File: config.mk
export PLATFORM = sky130hd
export DESIGN_NAME = websocket_frame_deframer_top
export DESIGN_NICKNAME = d
export VERILOG_FILES = /design/src/sv/wsfd_pkg.sv /design/src/sv/websocket_frame_deframer_top.sv
export VERILOG_INCLUDE_DIRS = /design/src /design/src/sv
export SDC_FILE = /design/constraint.sdc
export NUM_CORES = 1
export LEC_CHECK = 0
export BUFFER_PORTS_ARGS = -buffer_cell sky130_fd_sc_hd__buf_2
export CAP_MARGIN = 30
export CORE_MARGIN = 10
export CORE_UTILIZATION = 45
export DETAILED_ROUTE_END_ITERATION = 8
export PLACE_DENSITY = 0.71
export REMOVE_ABC_BUFFERS = 1
export SYNTH_ARGS = -nofsm -noshare
export SYNTH_HDL_FRONTEND = slang
export SYNTH_SLANG_ARGS = --single-unit
File: constraint.sdc
create_clock -name clk -period 8.6 [get_ports clk]
set_input_delay 0.86 -clock clk [delete_from_list [all_inputs] [get_ports clk]]
set_output_delay 0.86 -clock clk [all_outputs]
set_load 0.01 [all_outputs]
File: src/sv/websocket_frame_deframer_top_defines.svh
// Assertion macros for the WebSocket frame deframer.
`ifndef WEBSOCKET_FRAME_DEFRAMER_TOP_DEFINES_SVH
`define WEBSOCKET_FRAME_DEFRAMER_TOP_DEFINES_SVH

// Clocked assertion, disabled while reset is asserted
`define WSFD_ASSERT(lbl, prop, msg) \
    lbl: assert property (@(posedge clk) disable iff (!rst_n) prop) else $error(msg);

// Clocked assertion that also holds during reset
`define WSFD_ASSERT_ALWAYS(lbl, prop, msg) \
    lbl: assert property (@(posedge clk) prop) else $error(msg);

`endif

File: src/sv/wsfd_pkg.sv
// Shared constants for the WebSocket frame deframer.
package wsfd_pkg;

    localparam int unsigned BYTE_W     = 8;
    localparam int unsigned OPCODE_W   = 4;
    localparam int unsigned LENGTH_W   = 64;
    localparam int unsigned HDR_CNT_W  = 3;
    localparam int unsigned KEY_BYTES  = 4;

    // Second header byte length codes
    localparam logic [6:0] MAX_SHORT_LEN = 7'd125;
    localparam logic [6:0] LEN16_CODE    = 7'd126;

    // Last extended-length and masking-key byte indices
    localparam logic [HDR_CNT_W-1:0] EXT16_LAST = 3'd1;
    localparam logic [HDR_CNT_W-1:0] EXT64_LAST = 3'd7;
    localparam logic [1:0]           KEY_LAST   = 2'd3;

endpackage

File: src/sv/websocket_frame_deframer_top.sv
// WebSocket frame deframer top level: header parser and payload unmasker.
//
// Usage:
//   Input channel (in_valid/in_ready, in_byte) carries one byte of a stream
//   of back-to-back WebSocket frames per transaction. Output channel
//   (out_valid/out_ready) carries one result per payload byte, with the
//   frame's header fields alongside; a zero-length frame gives a single
//   result with has_data clear and last_in_frame set.
//   Path: a byte is taken into an input register, then decoded by the
//   header/payload state machine into the result register. Header bytes
//   give no result except the one that completes an empty frame's header.
//   Throughput: one byte per cycle unless a result waits on out_ready, set by the
//   parser (64-bit length shift and payload count increment/compare).
//   Stall: while a result waits on out_ready, one more byte is held in the
//   input register; header bytes that give no result keep draining.
//   Reset: rst_n clears the parser to await a first header byte and
//   empties both registers; the masking key and length read as zero.
`include "websocket_frame_deframer_top_defines.svh"

module websocket_frame_deframer_top (
    input  logic                          clk,
    input  logic                          rst_n,
    input  logic                          in_valid,
    output logic                          in_ready,
    input  logic [wsfd_pkg::BYTE_W-1:0]   in_byte,
    output logic                          out_valid,
    input  logic                          out_ready,
    output logic [wsfd_pkg::BYTE_W-1:0]   data_byte,
    output logic                          fin,
    output logic [wsfd_pkg::OPCODE_W-1:0] opcode,
    output logic                          masked,
    output logic [wsfd_pkg::LENGTH_W-1:0] payload_length,
    output logic                          has_data,
    output logic                          last_in_frame
);
    import wsfd_pkg::*;

    typedef enum logic [2:0] {
        PH_HDR0  = 3'd0,
        PH_HDR1  = 3'd1,
        PH_EXT16 = 3'd2,
        PH_EXT64 = 3'd3,
        PH_MASK  = 3'd4,
        PH_DATA  = 3'd5
    } phase_t;

    // Input register
    logic                  in_valid_reg;
    logic [BYTE_W-1:0]     in_byte_reg;

    // Parser state
    phase_t                phase_reg, phase_next;
    logic                  fin_reg, fin_next;
    logic [OPCODE_W-1:0]   opcode_reg, opcode_next;
    logic                  mask_reg, mask_next;
    logic [HDR_CNT_W-1:0]  hdr_cnt_reg, hdr_cnt_next;
    logic [LENGTH_W-1:0]   length_reg, length_next;
    logic [BYTE_W-1:0]     key_reg [KEY_BYTES];
    logic [BYTE_W-1:0]     key_next [KEY_BYTES];
    logic [LENGTH_W-1:0]   pcount_reg, pcount_next;

    // Result register
    logic                  out_valid_reg;
    logic [BYTE_W-1:0]     data_reg;
    logic                  fin_out_reg;
    logic [OPCODE_W-1:0]   opcode_out_reg;
    logic                  mask_out_reg;
    logic [LENGTH_W-1:0]   length_out_reg;
    logic                  has_data_reg;
    logic                  last_reg;

    // Decode outputs
    logic                  emit;
    logic [BYTE_W-1:0]     e_data;
    logic                  e_has;
    logic                  e_last;
    logic                  advance;
    logic [LENGTH_W-1:0]   pcount_inc;

    assign pcount_inc = pcount_reg + LENGTH_W'(1);

    // Next-state decode of the byte in the input register
    always_comb
    begin
        phase_next   = phase_reg;
        fin_next     = fin_reg;
        opcode_next  = opcode_reg;
        mask_next    = mask_reg;
        hdr_cnt_next = hdr_cnt_reg;
        length_next  = length_reg;
        key_next     = key_reg;
        pcount_next  = pcount_reg;
        emit         = 1'b0;
        e_data       = '0;
        e_has        = 1'b0;
        e_last       = 1'b0;

        unique case (phase_reg)
            PH_HDR1:
            begin
                mask_next    = in_byte_reg[7];
                hdr_cnt_next = '0;
                length_next  = '0;
                if (in_byte_reg[6:0] <= MAX_SHORT_LEN)
                begin
                    length_next = LENGTH_W'(in_byte_reg[6:0]);
                    if (in_byte_reg[7])
                    begin
                        phase_next = PH_MASK;
                    end
                    else
                    begin
                        pcount_next = '0;
                        if (in_byte_reg[6:0] == 7'd0)
                        begin
                            phase_next = PH_HDR0;
                            emit       = 1'b1;
                            e_last     = 1'b1;
                        end
                        else
                        begin
                            phase_next = PH_DATA;
                        end
                    end
                end
                else if (in_byte_reg[6:0] == LEN16_CODE)
                begin
                    phase_next = PH_EXT16;
                end
                else
                begin
                    phase_next = PH_EXT64;
                end
            end
            PH_EXT16, PH_EXT64:
            begin
                length_next = {length_reg[LENGTH_W-BYTE_W-1:0], in_byte_reg};
                if (hdr_cnt_reg == ((phase_reg == PH_EXT16) ? EXT16_LAST : EXT64_LAST))
                begin
                    hdr_cnt_next = '0;
                    if (mask_reg)
                    begin
                        phase_next = PH_MASK;
                    end
                    else
                    begin
                        pcount_next = '0;
                        if (length_next == '0)
                        begin
                            phase_next = PH_HDR0;
                            emit       = 1'b1;
                            e_last     = 1'b1;
                        end
                        else
                        begin
                            phase_next = PH_DATA;
                        end
                    end
                end
                else
                begin
                    hdr_cnt_next = hdr_cnt_reg + HDR_CNT_W'(1);
                end
            end
            PH_MASK:
            begin
                key_next[hdr_cnt_reg[1:0]] = in_byte_reg;
                if (hdr_cnt_reg[1:0] == KEY_LAST)
                begin
                    hdr_cnt_next = '0;
                    pcount_next  = '0;
                    if (length_reg == '0)
                    begin
                        phase_next = PH_HDR0;
                        emit       = 1'b1;
                        e_last     = 1'b1;
                    end
                    else
                    begin
                        phase_next = PH_DATA;
                    end
                end
                else
                begin
                    hdr_cnt_next = hdr_cnt_reg + HDR_CNT_W'(1);
                end
            end
            PH_DATA:
            begin
                // Key index runs over the whole frame
                e_data      = mask_reg ? (in_byte_reg ^ key_reg[pcount_reg[1:0]])
                                       : in_byte_reg;
                e_has       = 1'b1;
                e_last      = (pcount_inc == length_reg);
                emit        = 1'b1;
                pcount_next = pcount_inc;
                if (e_last)
                begin
                    phase_next = PH_HDR0;
                end
            end
            default:
            begin
                // First header byte; RSV bits ignored
                fin_next     = in_byte_reg[7];
                opcode_next  = in_byte_reg[OPCODE_W-1:0];
                hdr_cnt_next = '0;
                phase_next   = PH_HDR1;
            end
        endcase
    end

    // Byte leaves the input register unless its result has nowhere to go
    assign advance  = in_valid_reg && (!emit || !out_valid_reg || out_ready);
    assign in_ready = !in_valid_reg || advance;

    // State, input register and result register
    always_ff @(posedge clk or negedge rst_n)
    begin
        if (!rst_n)
        begin
            in_valid_reg  <= 1'b0;
            phase_reg     <= PH_HDR0;
            fin_reg       <= 1'b0;
            opcode_reg    <= '0;
            mask_reg      <= 1'b0;
            hdr_cnt_reg   <= '0;
            length_reg    <= '0;
            for (int i = 0; i < KEY_BYTES; i++)
            begin
                key_reg[i] <= '0;
            end
            pcount_reg    <= '0;
            out_valid_reg <= 1'b0;
        end
        else
        begin
            if (in_ready)
            begin
                in_valid_reg <= in_valid;
            end
            if (advance)
            begin
                phase_reg   <= phase_next;
                fin_reg     <= fin_next;
                opcode_reg  <= opcode_next;
                mask_reg    <= mask_next;
                hdr_cnt_reg <= hdr_cnt_next;
                length_reg  <= length_next;
                key_reg     <= key_next;
                pcount_reg  <= pcount_next;
            end
            if (advance && emit)
            begin
                out_valid_reg <= 1'b1;
            end
            else if (out_ready)
            begin
                out_valid_reg <= 1'b0;
            end
        end
    end

    // Payload registers, no reset needed
    always_ff @(posedge clk)
    begin
        if (in_ready && in_valid)
        begin
            in_byte_reg <= in_byte;
        end
        if (advance && emit)
        begin
            data_reg       <= e_data;
            fin_out_reg    <= fin_next;
            opcode_out_reg <= opcode_next;
            mask_out_reg   <= mask_next;
            length_out_reg <= length_next;
            has_data_reg   <= e_has;
            last_reg       <= e_last;
        end
    end

    assign out_valid      = out_valid_reg;
    assign data_byte      = data_reg;
    assign fin            = fin_out_reg;
    assign opcode         = opcode_out_reg;
    assign masked         = mask_out_reg;
    assign payload_length = length_out_reg;
    assign has_data       = has_data_reg;
    assign last_in_frame  = last_reg;

    // Checks
    `WSFD_ASSERT(a_empty_is_last, out_valid && !has_data |-> last_in_frame && data_byte == '0,
                 "empty-frame result must be last and carry zero data")
    `WSFD_ASSERT(a_data_count, phase_reg == PH_DATA |-> pcount_reg != length_reg,
                 "payload count reached length without leaving data phase")
    `WSFD_ASSERT_ALWAYS(a_ready_stall, !in_ready |-> in_valid_reg && out_valid_reg && !out_ready,
                        "input stalled without a blocked result")

endmodule

==> results of run 1 <==
==> per-stage QoR <==
| stage | power, W | utilization | setup WS [ps] |
|---|---|---|---|
| global placement | 0.002823 | 0.4804 | 4114 |
| global route | 0.004307 | 0.5142 | 3667 |
| floorplan | 0.002454 | - | -2545 |
| detailed placement | 0.002851 | 0.4813 | 3944 |
| finish | 0.004108 | 0.5142 | 3856 |
| CTS | 0.004111 | 0.5117 | 3923 |
==> cell usage in the layout, fill, tap and decap left out, types with 15 or more instances in the layout <==
| master | n |
|---|---|
| sky130_fd_sc_hd__mux2_2 | 107 |
| sky130_fd_sc_hd__edfxtp_1 | 88 |
| sky130_fd_sc_hd__xor2_1 | 44 |
| sky130_fd_sc_hd__o31ai_1 | 27 |
| sky130_fd_sc_hd__nor3_1 | 25 |
| sky130_fd_sc_hd__buf_2 | 92 |
| sky130_fd_sc_hd__nand4_1 | 35 |
| sky130_fd_sc_hd__dfrtp_1 | 174 |
| sky130_fd_sc_hd__a31oi_1 | 16 |
| sky130_fd_sc_hd__and4_1 | 15 |
| sky130_fd_sc_hd__o21ai_0 | 101 |
| sky130_fd_sc_hd__nand2_1 | 100 |
| sky130_fd_sc_hd__a21oi_1 | 28 |
| sky130_fd_sc_hd__nor4_1 | 34 |
| sky130_fd_sc_hd__nor2_1 | 89 |
| sky130_fd_sc_hd__a22o_1 | 63 |
| sky130_fd_sc_hd__and3_1 | 16 |
| sky130_fd_sc_hd__clkbuf_16 | 27 |
| sky130_fd_sc_hd__xnor2_1 | 60 |
| sky130_fd_sc_hd__nand3_1 | 39 |
==> cell type report <==
| class | count | area [um2] | area share |
|---|---|---|---|
| flip-flops and latches | 262 | 6997 | 0.4414 |
| multi-input cells | 950 | 6718 | 0.4238 |
| clock buffers | 33 | 728.2 | 0.04594 |
| repair buffers | 107 | 649.4 | 0.04097 |
| well taps | 396 | 495.5 | 0.03126 |
| clock inverters | 16 | 211.5 | 0.01334 |
| inverters | 14 | 52.55 | 0.003315 |
==> metal layers <==
metal  share of wire  routed length, um
met5         0.00021                  9
met4           0.034               1446
met3           0.071               3068
met2            0.46              19740
met1            0.44              18810
==> cell families (layout without fill, tap and decap cells) <==
family / count (synthesis) / in the layout / share of synthesized area
xor+xnor: 105 / 105 / 0.06609
buf+inv: 112 / 170 / 0.03238
fa+ha+maj: 6 / 6 / 0.005309
flops: 262 / 262 / 0.4948
simple gates: 438 / 438 / 0.1662
compound gates: 281 / 281 / 0.1338
mux: 120 / 120 / 0.1015
==> path summary, 6_finish.rpt <==
check / startpoint / end / slack [ps] / cells after the start
max in group asynchronous: rst_n / key_reg[31]$_DFFE_PN0P_ / 7430 / 3
max: pcount_reg[0]$_DFFE_PN0P_ / phase_reg[2]$_DFFE_PN0P_ / 3860 / 11
min: rst_n / length_reg[56]$_DFFE_PN0N_ / 240 / 1
min reg2reg: key_reg[28]$_DFFE_PN0P_ / key_reg[28]$_DFFE_PN0P_ / 500 / 1
max reg2reg: pcount_reg[0]$_DFFE_PN0P_ / phase_reg[2]$_DFFE_PN0P_ / 3860 / 11
min in group clk: in_byte[5] / in_byte_reg[5]$_DFFE_PP_ / 490 / 1
==> worst max-delay path, delay by kind of cell (launching register included) <==
family                     cells  cell delay [ps]
and+or+nand+nor                7             2940
xor gates and xnor gates       1              180
AOI/OAI and AO/OA              2              230
adders and majority gates      1              430
DFF                            1              830
==> power groups by stage <==
stage,Clock (W),Sequential [W],Combinational [W]
after detailed placement,0,0.00172,0.00113
after floorplan,0,0.00175,0.000708
after CTS,0.00127,0.00170,0.00114
after global routing,0.00132,0.00173,0.00126
after global placement,0,0.00171,0.00111
final,0.00125,0.00170,0.00115
==> results by stage, run 1 <==
Outcome:
- The run finished with clean final reports.

Synthesis:
- Synthesis produced a netlist whose cell count is 1324.
- Ranked by instance count, the synthesized netlist is headed by sky130_fd_sc_hd__dfrtp_1, sky130_fd_sc_hd__mux2_2, sky130_fd_sc_hd__nand2_1, sky130_fd_sc_hd__o21ai_0, sky130_fd_sc_hd__nor2_1.
- Dividing the synthesized area by the synthesized cell count gives 10.68 um2.
- After synthesis, the cell types taking the most area are sky130_fd_sc_hd__dfrtp_1, sky130_fd_sc_hd__edfxtp_1, sky130_fd_sc_hd__mux2_2.
- Of all cell types, the one taking the most synthesized area is sky130_fd_sc_hd__dfrtp_1.
- The post-synth design cell area is 0.01414 mm2.
- Of all flip-flops after synthesis, the portion carrying an async set or reset was 0.6641.
- The synthesized design contains 262 register bits.
- The number of different library cells in the post-synthesis netlist is 70.
- The commonest register cell after synthesis is sky130_fd_sc_hd__dfrtp_1.
- By instance count, the leading cell after synthesis is sky130_fd_sc_hd__dfrtp_1.
- The warning count from the yosys run is 0.
- Of the post-synthesis cell area, the dominant cell type holds 0.3079.
- The share of the yosys chip area belonging to registers is 0.4948.
- The number of flops mapped to enable cells by yosys is 88.

Routing:
- Once detail routing completed, the nets flagged for antenna violations numbered 0.
- After detailed routing, the total wire length is 43070 um.
- Dividing the detail-routed wire length by the instance count gives 24.22 um.
- After detailed routing, the number of remaining DRC violations is 0.
- For this run, the detailed router's first-pass iteration total came to 6.
- For this block, the initial DRC count from the detailed router was 1283.
- Dividing the detail-routed via count by the number of cells gives 6.284.
- The number of vias in the routed layout is 11173.

Floorplanning:
- The initial utilization of the core area, before any placement, comes to 0.4587.
- The floorplan has 64 rows.
- The floorplan core area is 0.03083 mm2.
- Measured along the y axis, the die boundary spans 197.3 um.
- The floorplan step defined a die boundary enclosing 0.03892 mm2.
- Pin placement for this block handled 94 I/O pins.
- The overall die width is 197.3 um.

Timing:
- The normalized max-slew margin is 0.3466.
- Setup violations remaining at the end of the flow were counted as 0.
- Between clock sinks in the finished design, the worst skew comes to 9.918 ps.
- The count of endpoints failing hold in the final timing report is 0.
- Setup repair after global routing left no endpoint under its margin.
- The final max-slew violation count is 0.
- The sum of negative setup slack is 0 ps.
- The actual slew at the worst max-slew pin is 971.2 ps.
- Static timing analysis puts the maximum clock frequency at 210.8 MHz.
- The clock period minus worst slack is 4744 ps.
- Final hold analysis gives a worst-case slack of 242.2 ps.
- The fraction of the cycle the final worst path needs is 0.5516.

Critical path:
- The largest individual stage delay along the critical path comes from the cell sky130_fd_sc_hd__dfrtp_1.
- The worst setup path is of the register to register kind.
- At the worst endpoint, the arrival time is 5160 ps.
- The worst setup path is captured at a register.
- The kind of start point of the critical path is a register.
- Data on the critical path is required at its endpoint by 9010 ps.
- Of all nets on the critical path, the largest fanout is 14.
- Walking the worst path, the cells encountered are ha_1, nand4_1, or4_1, nor4_1, xnor2_1, o2111ai_1, or4_1, nor4_2, nand4_1, nand2_1, a31oi_1.
- The largest stage delay on the critical path is 830 ps.

CTS:
- The count of instances resized after the clock tree is built is 0.
- The number of buffers created by CTS is 27.
- After clock tree synthesis, the clock-pin slew on the worst setup and hold paths is 70 ps.
- The TritonCTS clock tree is built.
- The clock passes through at most 3 buffers.
- The clock tree root driver cell is sky130_fd_sc_hd__clkbuf_16.
- The number of post-CTS setup repair buffers is 0.
- CTS saw 262 sinks.
- The total of hold buffers inserted after clock tree synthesis is 0.
- The worst-skew pair later-pin latency is 540 ps.
- The deepest level of the CTS H-tree is 1.

Placed design:
- The congestion estimate from routability-driven global placement came to 0.9788.
- The number of buffers inserted by port buffering is 93.
- In this run the cell area measured after placement is 0.01484 mm2.
- The number of placed instances, taps included, is 1726.
- Detailed placement finished with a half-perimeter wire length of 30140 um.

GRT:
- The via count of the first global-routing pass is 10970.
- The global routing usage on met1 is 0.3034.
- For this run, global-route usage on met3 was measured as 0.04106.
- Entering global routing, the biggest net connects 76 pins.
- The met2 demand-to-capacity share in global routing is 0.3379.
- For this run, the total global-route usage over all layers was measured as 0.2187.
- The number of antenna violations at the first check in global routing is 1.
- The sum of overflow across all layers after global routing is 0.
- The wire length of the first global-routing pass is 67030 um.
- The busiest layer in global routing is met2.

Power and ir drop:
- Of the total power, the share spent switching nets is 0.3402.
- The share of total power dissipated in the clock network is 0.304.
- The leakage power summed over all cells is 6.538 nW.
- The part of the total power dissipated in sequential elements is 0.415.
- The areal power density over the cells is 259.1 mW/mm2.
- The maximum vdd drop is 0.0002463 V.
- The switching power is 0.001397 W.
- The internal portion of the total power is 0.002710 W.
- The portion of total power attributed to combinational logic is 0.281.

Finish:
- Fill cells in the final layout number 2712.
- The proportion of layout cells with a drive suffix above 1 is 0.2091.
- The layout-stage area growth over the synthesis result is 12.10%.
- The net count reported at finish is 1380.
- Leaving out filler cells and counting taps, the final layout contains 1778.
- The final design instance area without fill is 0.01585 mm2.
- The number of inserted diodes is 0.

Min path:
- The min-delay analysis places its worst path in the category input port to async pin.

Run:
- The number of max-capacitance violations reported is 0.
(Power assumes the default switching activity.)
==> run 2: changes to the inputs <==
--- a/config.mk
+++ b/config.mk
@@ -11,7 +11,7 @@
 export CORE_MARGIN = 10
 export CORE_UTILIZATION = 45
 export DETAILED_ROUTE_END_ITERATION = 8
-export PLACE_DENSITY = 0.71
+export PLACE_DENSITY = 0.74
 export REMOVE_ABC_BUFFERS = 1
 export SYNTH_ARGS = -nofsm -noshare
 export SYNTH_HDL_FRONTEND = slang
==> constraint.sdc (replaced) <==
create_clock -name clk -period 4.28 [get_ports clk]
set_input_delay 0.428 -clock clk [delete_from_list [all_inputs] [get_ports clk]]
set_output_delay 0.428 -clock clk [all_outputs]
set_load 0.01 [all_outputs]
==> run 2 against run 1 <==
Compared with the run above:
- non-clock buffer count rose by 41
- power up 110%
- clock power up 110%
- largest cell class unchanged
- largest power group unchanged
- first-iteration DRC count shrank 13%
==> results by stage, run 2 (synthesized netlist as in run 1, its figures left out) <==
Outcome:
- The flow ran to the end, and the final reports show no timing, DRC or antenna violations.

Floorplanning:
- The initial core utilization is 0.4587.
- The floorplan has 64 rows.
- The region available for standard cell placement spans 0.03083 mm2.
- The I/O pin count is 94.
- The vertical die dimension is 197.3 um.
- The die covers 0.03892 mm2.
- Measured along the x axis, the die boundary spans 197.3 um.

Timing:
- The setup violation total in the final timing report is 0.
- The final max-slew violation count is 0.
- The actual slew at the worst max-slew pin is 980.1 ps.
- Hold is met by 42.28 ps.
- Of the available clock period, the critical path in the final layout requires 0.9626.
- The count of endpoints failing hold in the final timing report is 0.
- The worst-case clock skew is 10.47 ps.
- Derived from the worst setup path, the maximum achievable clock frequency is 242.7 MHz.
- Setup repair after global routing left no endpoint under its margin.
- The normalized max-slew margin is 0.3466.
- The worst path in the final design needs a cycle of 4120 ps, including I/O delays and setup.

GRT:
- The number of antenna violations at the first check in global routing is 2.
- The wire length of the first global-routing pass is 69300 um.
- The via count of the first global-routing pass was 11297.
- The sum of overflow across all layers after global routing is 0.
- Entering global routing, the biggest net connects 99 pins.
- In the global route stage, overall resource usage came out at 0.2270.

Min path:
- The worst min-delay path class is input port to register.
- The path with the worst hold slack has its endpoint at in_byte_reg[3]$_DFFE_PP_.
- The startpoint of the tightest hold check path is in_byte[3].
- The worst hold path cell count is 1.

Routing:
- The number of vias per cell is 6.207.
- In this run the remaining antenna-violating nets after routing total 0.
- The routed layout has 11327 vias.
- The routed wire length per instance is 24.52 um.
- The first-pass detailed-route iteration total is 5.
- The final routed wirelength across all metal layers is 44750 um.
- In this run, the number of DRC markers left after iteration 0 of detailed routing was 1112.
- For this run, design rule violations remaining after detail routing come to 0.

Placed design:
- The number of placed instances with taps included is 1768.
- Port buffering added 93 buffers.
- Routability-driven placement finished with a final weighted congestion of 0.9903.
- Summed over all nets, the half-perimeter wirelength after detailed placement is 32060 um.

Power and ir drop:
- The proportion of power drawn by the clock network is 0.312.
- Of the total power, combinational logic draws 0.288.
- The internal portion of the total power is 0.005627 W.
- The switching power share of the total is 0.3386.
- The analysis attributes to net switching a power of 0.002880 W.
- The leakage power summed over all cells is 6.797 nW.
- The part of the total power dissipated in sequential elements is 0.400.
- The maximum vdd drop is 0.0004397 V.
- In this run the power density over the cells is 523.6 mW/mm2.

Critical path:
- The library cell contributing the largest single delay on the critical path is sky130_fd_sc_hd__nor4_1.
- In this design, the largest share of critical-path delay is due to simple AND/OR/NAND/NOR gates.
- The reg-to-reg setup timing slack is 240 ps.
- The startpoint of the lowest-slack register-to-register path is pcount_reg[2]$_DFFE_PN0P_.
- The sort of element at the end of the critical path is an output port.
- Counting both buffers and inverters, the worst setup path holds a total of 2.
- Of all nets on the critical path, the largest fanout is 5.
- The worst reg2reg path endpoint is phase_reg[2]$_DFFE_PN0P_.
- The required time reported for the critical path endpoint is 3850 ps.
- The kind of start point of the critical path is a register.
- The setup path with the least slack is of type register to output port.
- At the worst endpoint, the arrival time is 3690 ps.
- Walking the worst path, the cells encountered are nor4_1, nand2_1, nor4_1, buf_4, nand4b_1, o221ai_1, nor2_1, nor2_1, nand2_1, buf_2.
- The largest stage delay on the critical path is 650 ps.
- The worst register-to-register path has a depth of 13.

CTS:
- The number of post-CTS setup repair buffers is 0.
- Clock-pin slew was measured on the worst setup and hold paths at 60 ps.
- The total number of clock tree sinks is 262.
- The TritonCTS clock tree is built.
- The clock tree root driver cell is sky130_fd_sc_hd__clkbuf_16.
- Clock latency on the worst-skew pair, taken at its later pin, is 560 ps.
- CTS built an H-tree with a depth of 1.
- The maximum count of clock buffers along a single path is 3.
- The number of buffers created by CTS is 29.

Finish:
- The net count reported at finish is 1423.
- The multi-input combinational cell area is 0.006728 mm2.
- The number of non-filler instances in the completed layout is 1825.
- The combined flip-flop and latch cell area is 0.006997 mm2.
- The top cell types in the final layout, fill and taps aside, are sky130_fd_sc_hd__dfrtp_1, sky130_fd_sc_hd__mux2_2, sky130_fd_sc_hd__nand2_1, sky130_fd_sc_hd__o21ai_0, sky130_fd_sc_hd__buf_2.
- The layout-stage area growth over the synthesis result is 14.89%.
- The number of filler instances in the final layout is 2639.
- Of the cells placed in the final design, the portion with a size suffix greater than 1 is 0.2318.
- The library cell used most frequently in the layout, excluding fill and tap cells, is sky130_fd_sc_hd__dfrtp_1.

Run:
- The number of max-capacitance violations reported is 0.
==> run 2: final cells by class <==
class | instances | area share
Inverter | 14 | 0.003235
Timing Repair Buffer | 148 | 0.05891
Tap cell | 396 | 0.03050
Clock buffer | 34 | 0.04705
Clock inverter | 20 | 0.01540
Antenna cell | 1 | 0.0001540
Sequential cell | 262 | 0.4307
Multi-Input combinational cell | 950 | 0.4141
==> run 2: how the worst max path moves through the flow <==
stage,slack (ps),to,startpoint,depth (start not counted)
after global routing,40,in_ready,length_reg[11]$_DFFE_PN0N_,10
final,160,in_ready,length_reg[11]$_DFFE_PN0N_,10
after floorplan,-6860,pcount_reg[30]$_DFFE_PN0P_,phase_reg[2]$_DFFE_PN0P_,5
after CTS,180,in_ready,length_reg[24]$_DFFE_PN0N_,10
after global placement,330,key_reg[4]$_DFFE_PN0P_,length_reg[24]$_DFFE_PN0N_,11
after detailed placement,240,key_reg[6]$_DFFE_PN0P_,length_reg[24]$_DFFE_PN0N_,11
==> run 2: power groups by stage <==
stage	combinational [W]	clock (W)	sequential (W)
after floorplan	0.00142	0	0.00351
after global placement	0.00240	0	0.00341
after detailed placement	0.00243	0	0.00344
after CTS	0.00245	0.00268	0.00340
after global routing	0.00265	0.00277	0.00345
final	0.00245	0.00265	0.00340
==> run 2: repair_timing <==
action	CTS	global route
gates cloned	0	0
hold endpoints to repair	0	14
endpoints found under the setup margin	1	1
resized for setup	1	1
hold buffers	0	1
pin swaps	0	0
==> run 2: per-stage QoR <==
stage | worst slack [ps] | instance area (um2) | utilization | setup TNS (ps) | total power, W
2_1_floorplan | -6865 | 13740 | - | -1130480 | 0.004930
3_3_place_gp | 327.8 | 15180 | 0.4923 | 0 | 0.005802
3_5_place_dp | 243.5 | 15180 | 0.4923 | 0 | 0.005864
4_1_cts | 178.7 | 16200 | 0.5254 | 0 | 0.008529
5_1_grt | 36.81 | 16240 | 0.5269 | 0 | 0.008873
6_report | 160.1 | 16250 | 0.5270 | 0 | 0.008507
==> run 2: layer usage <==
layer,track usage,vias to the layer above,routed length (um)
li1,-,5115,-
met1,0.3031,5646,19150
met2,0.3671,481,20930
met3,0.03986,83,3321
met4,0.07434,2,1333
met5,0,-,13
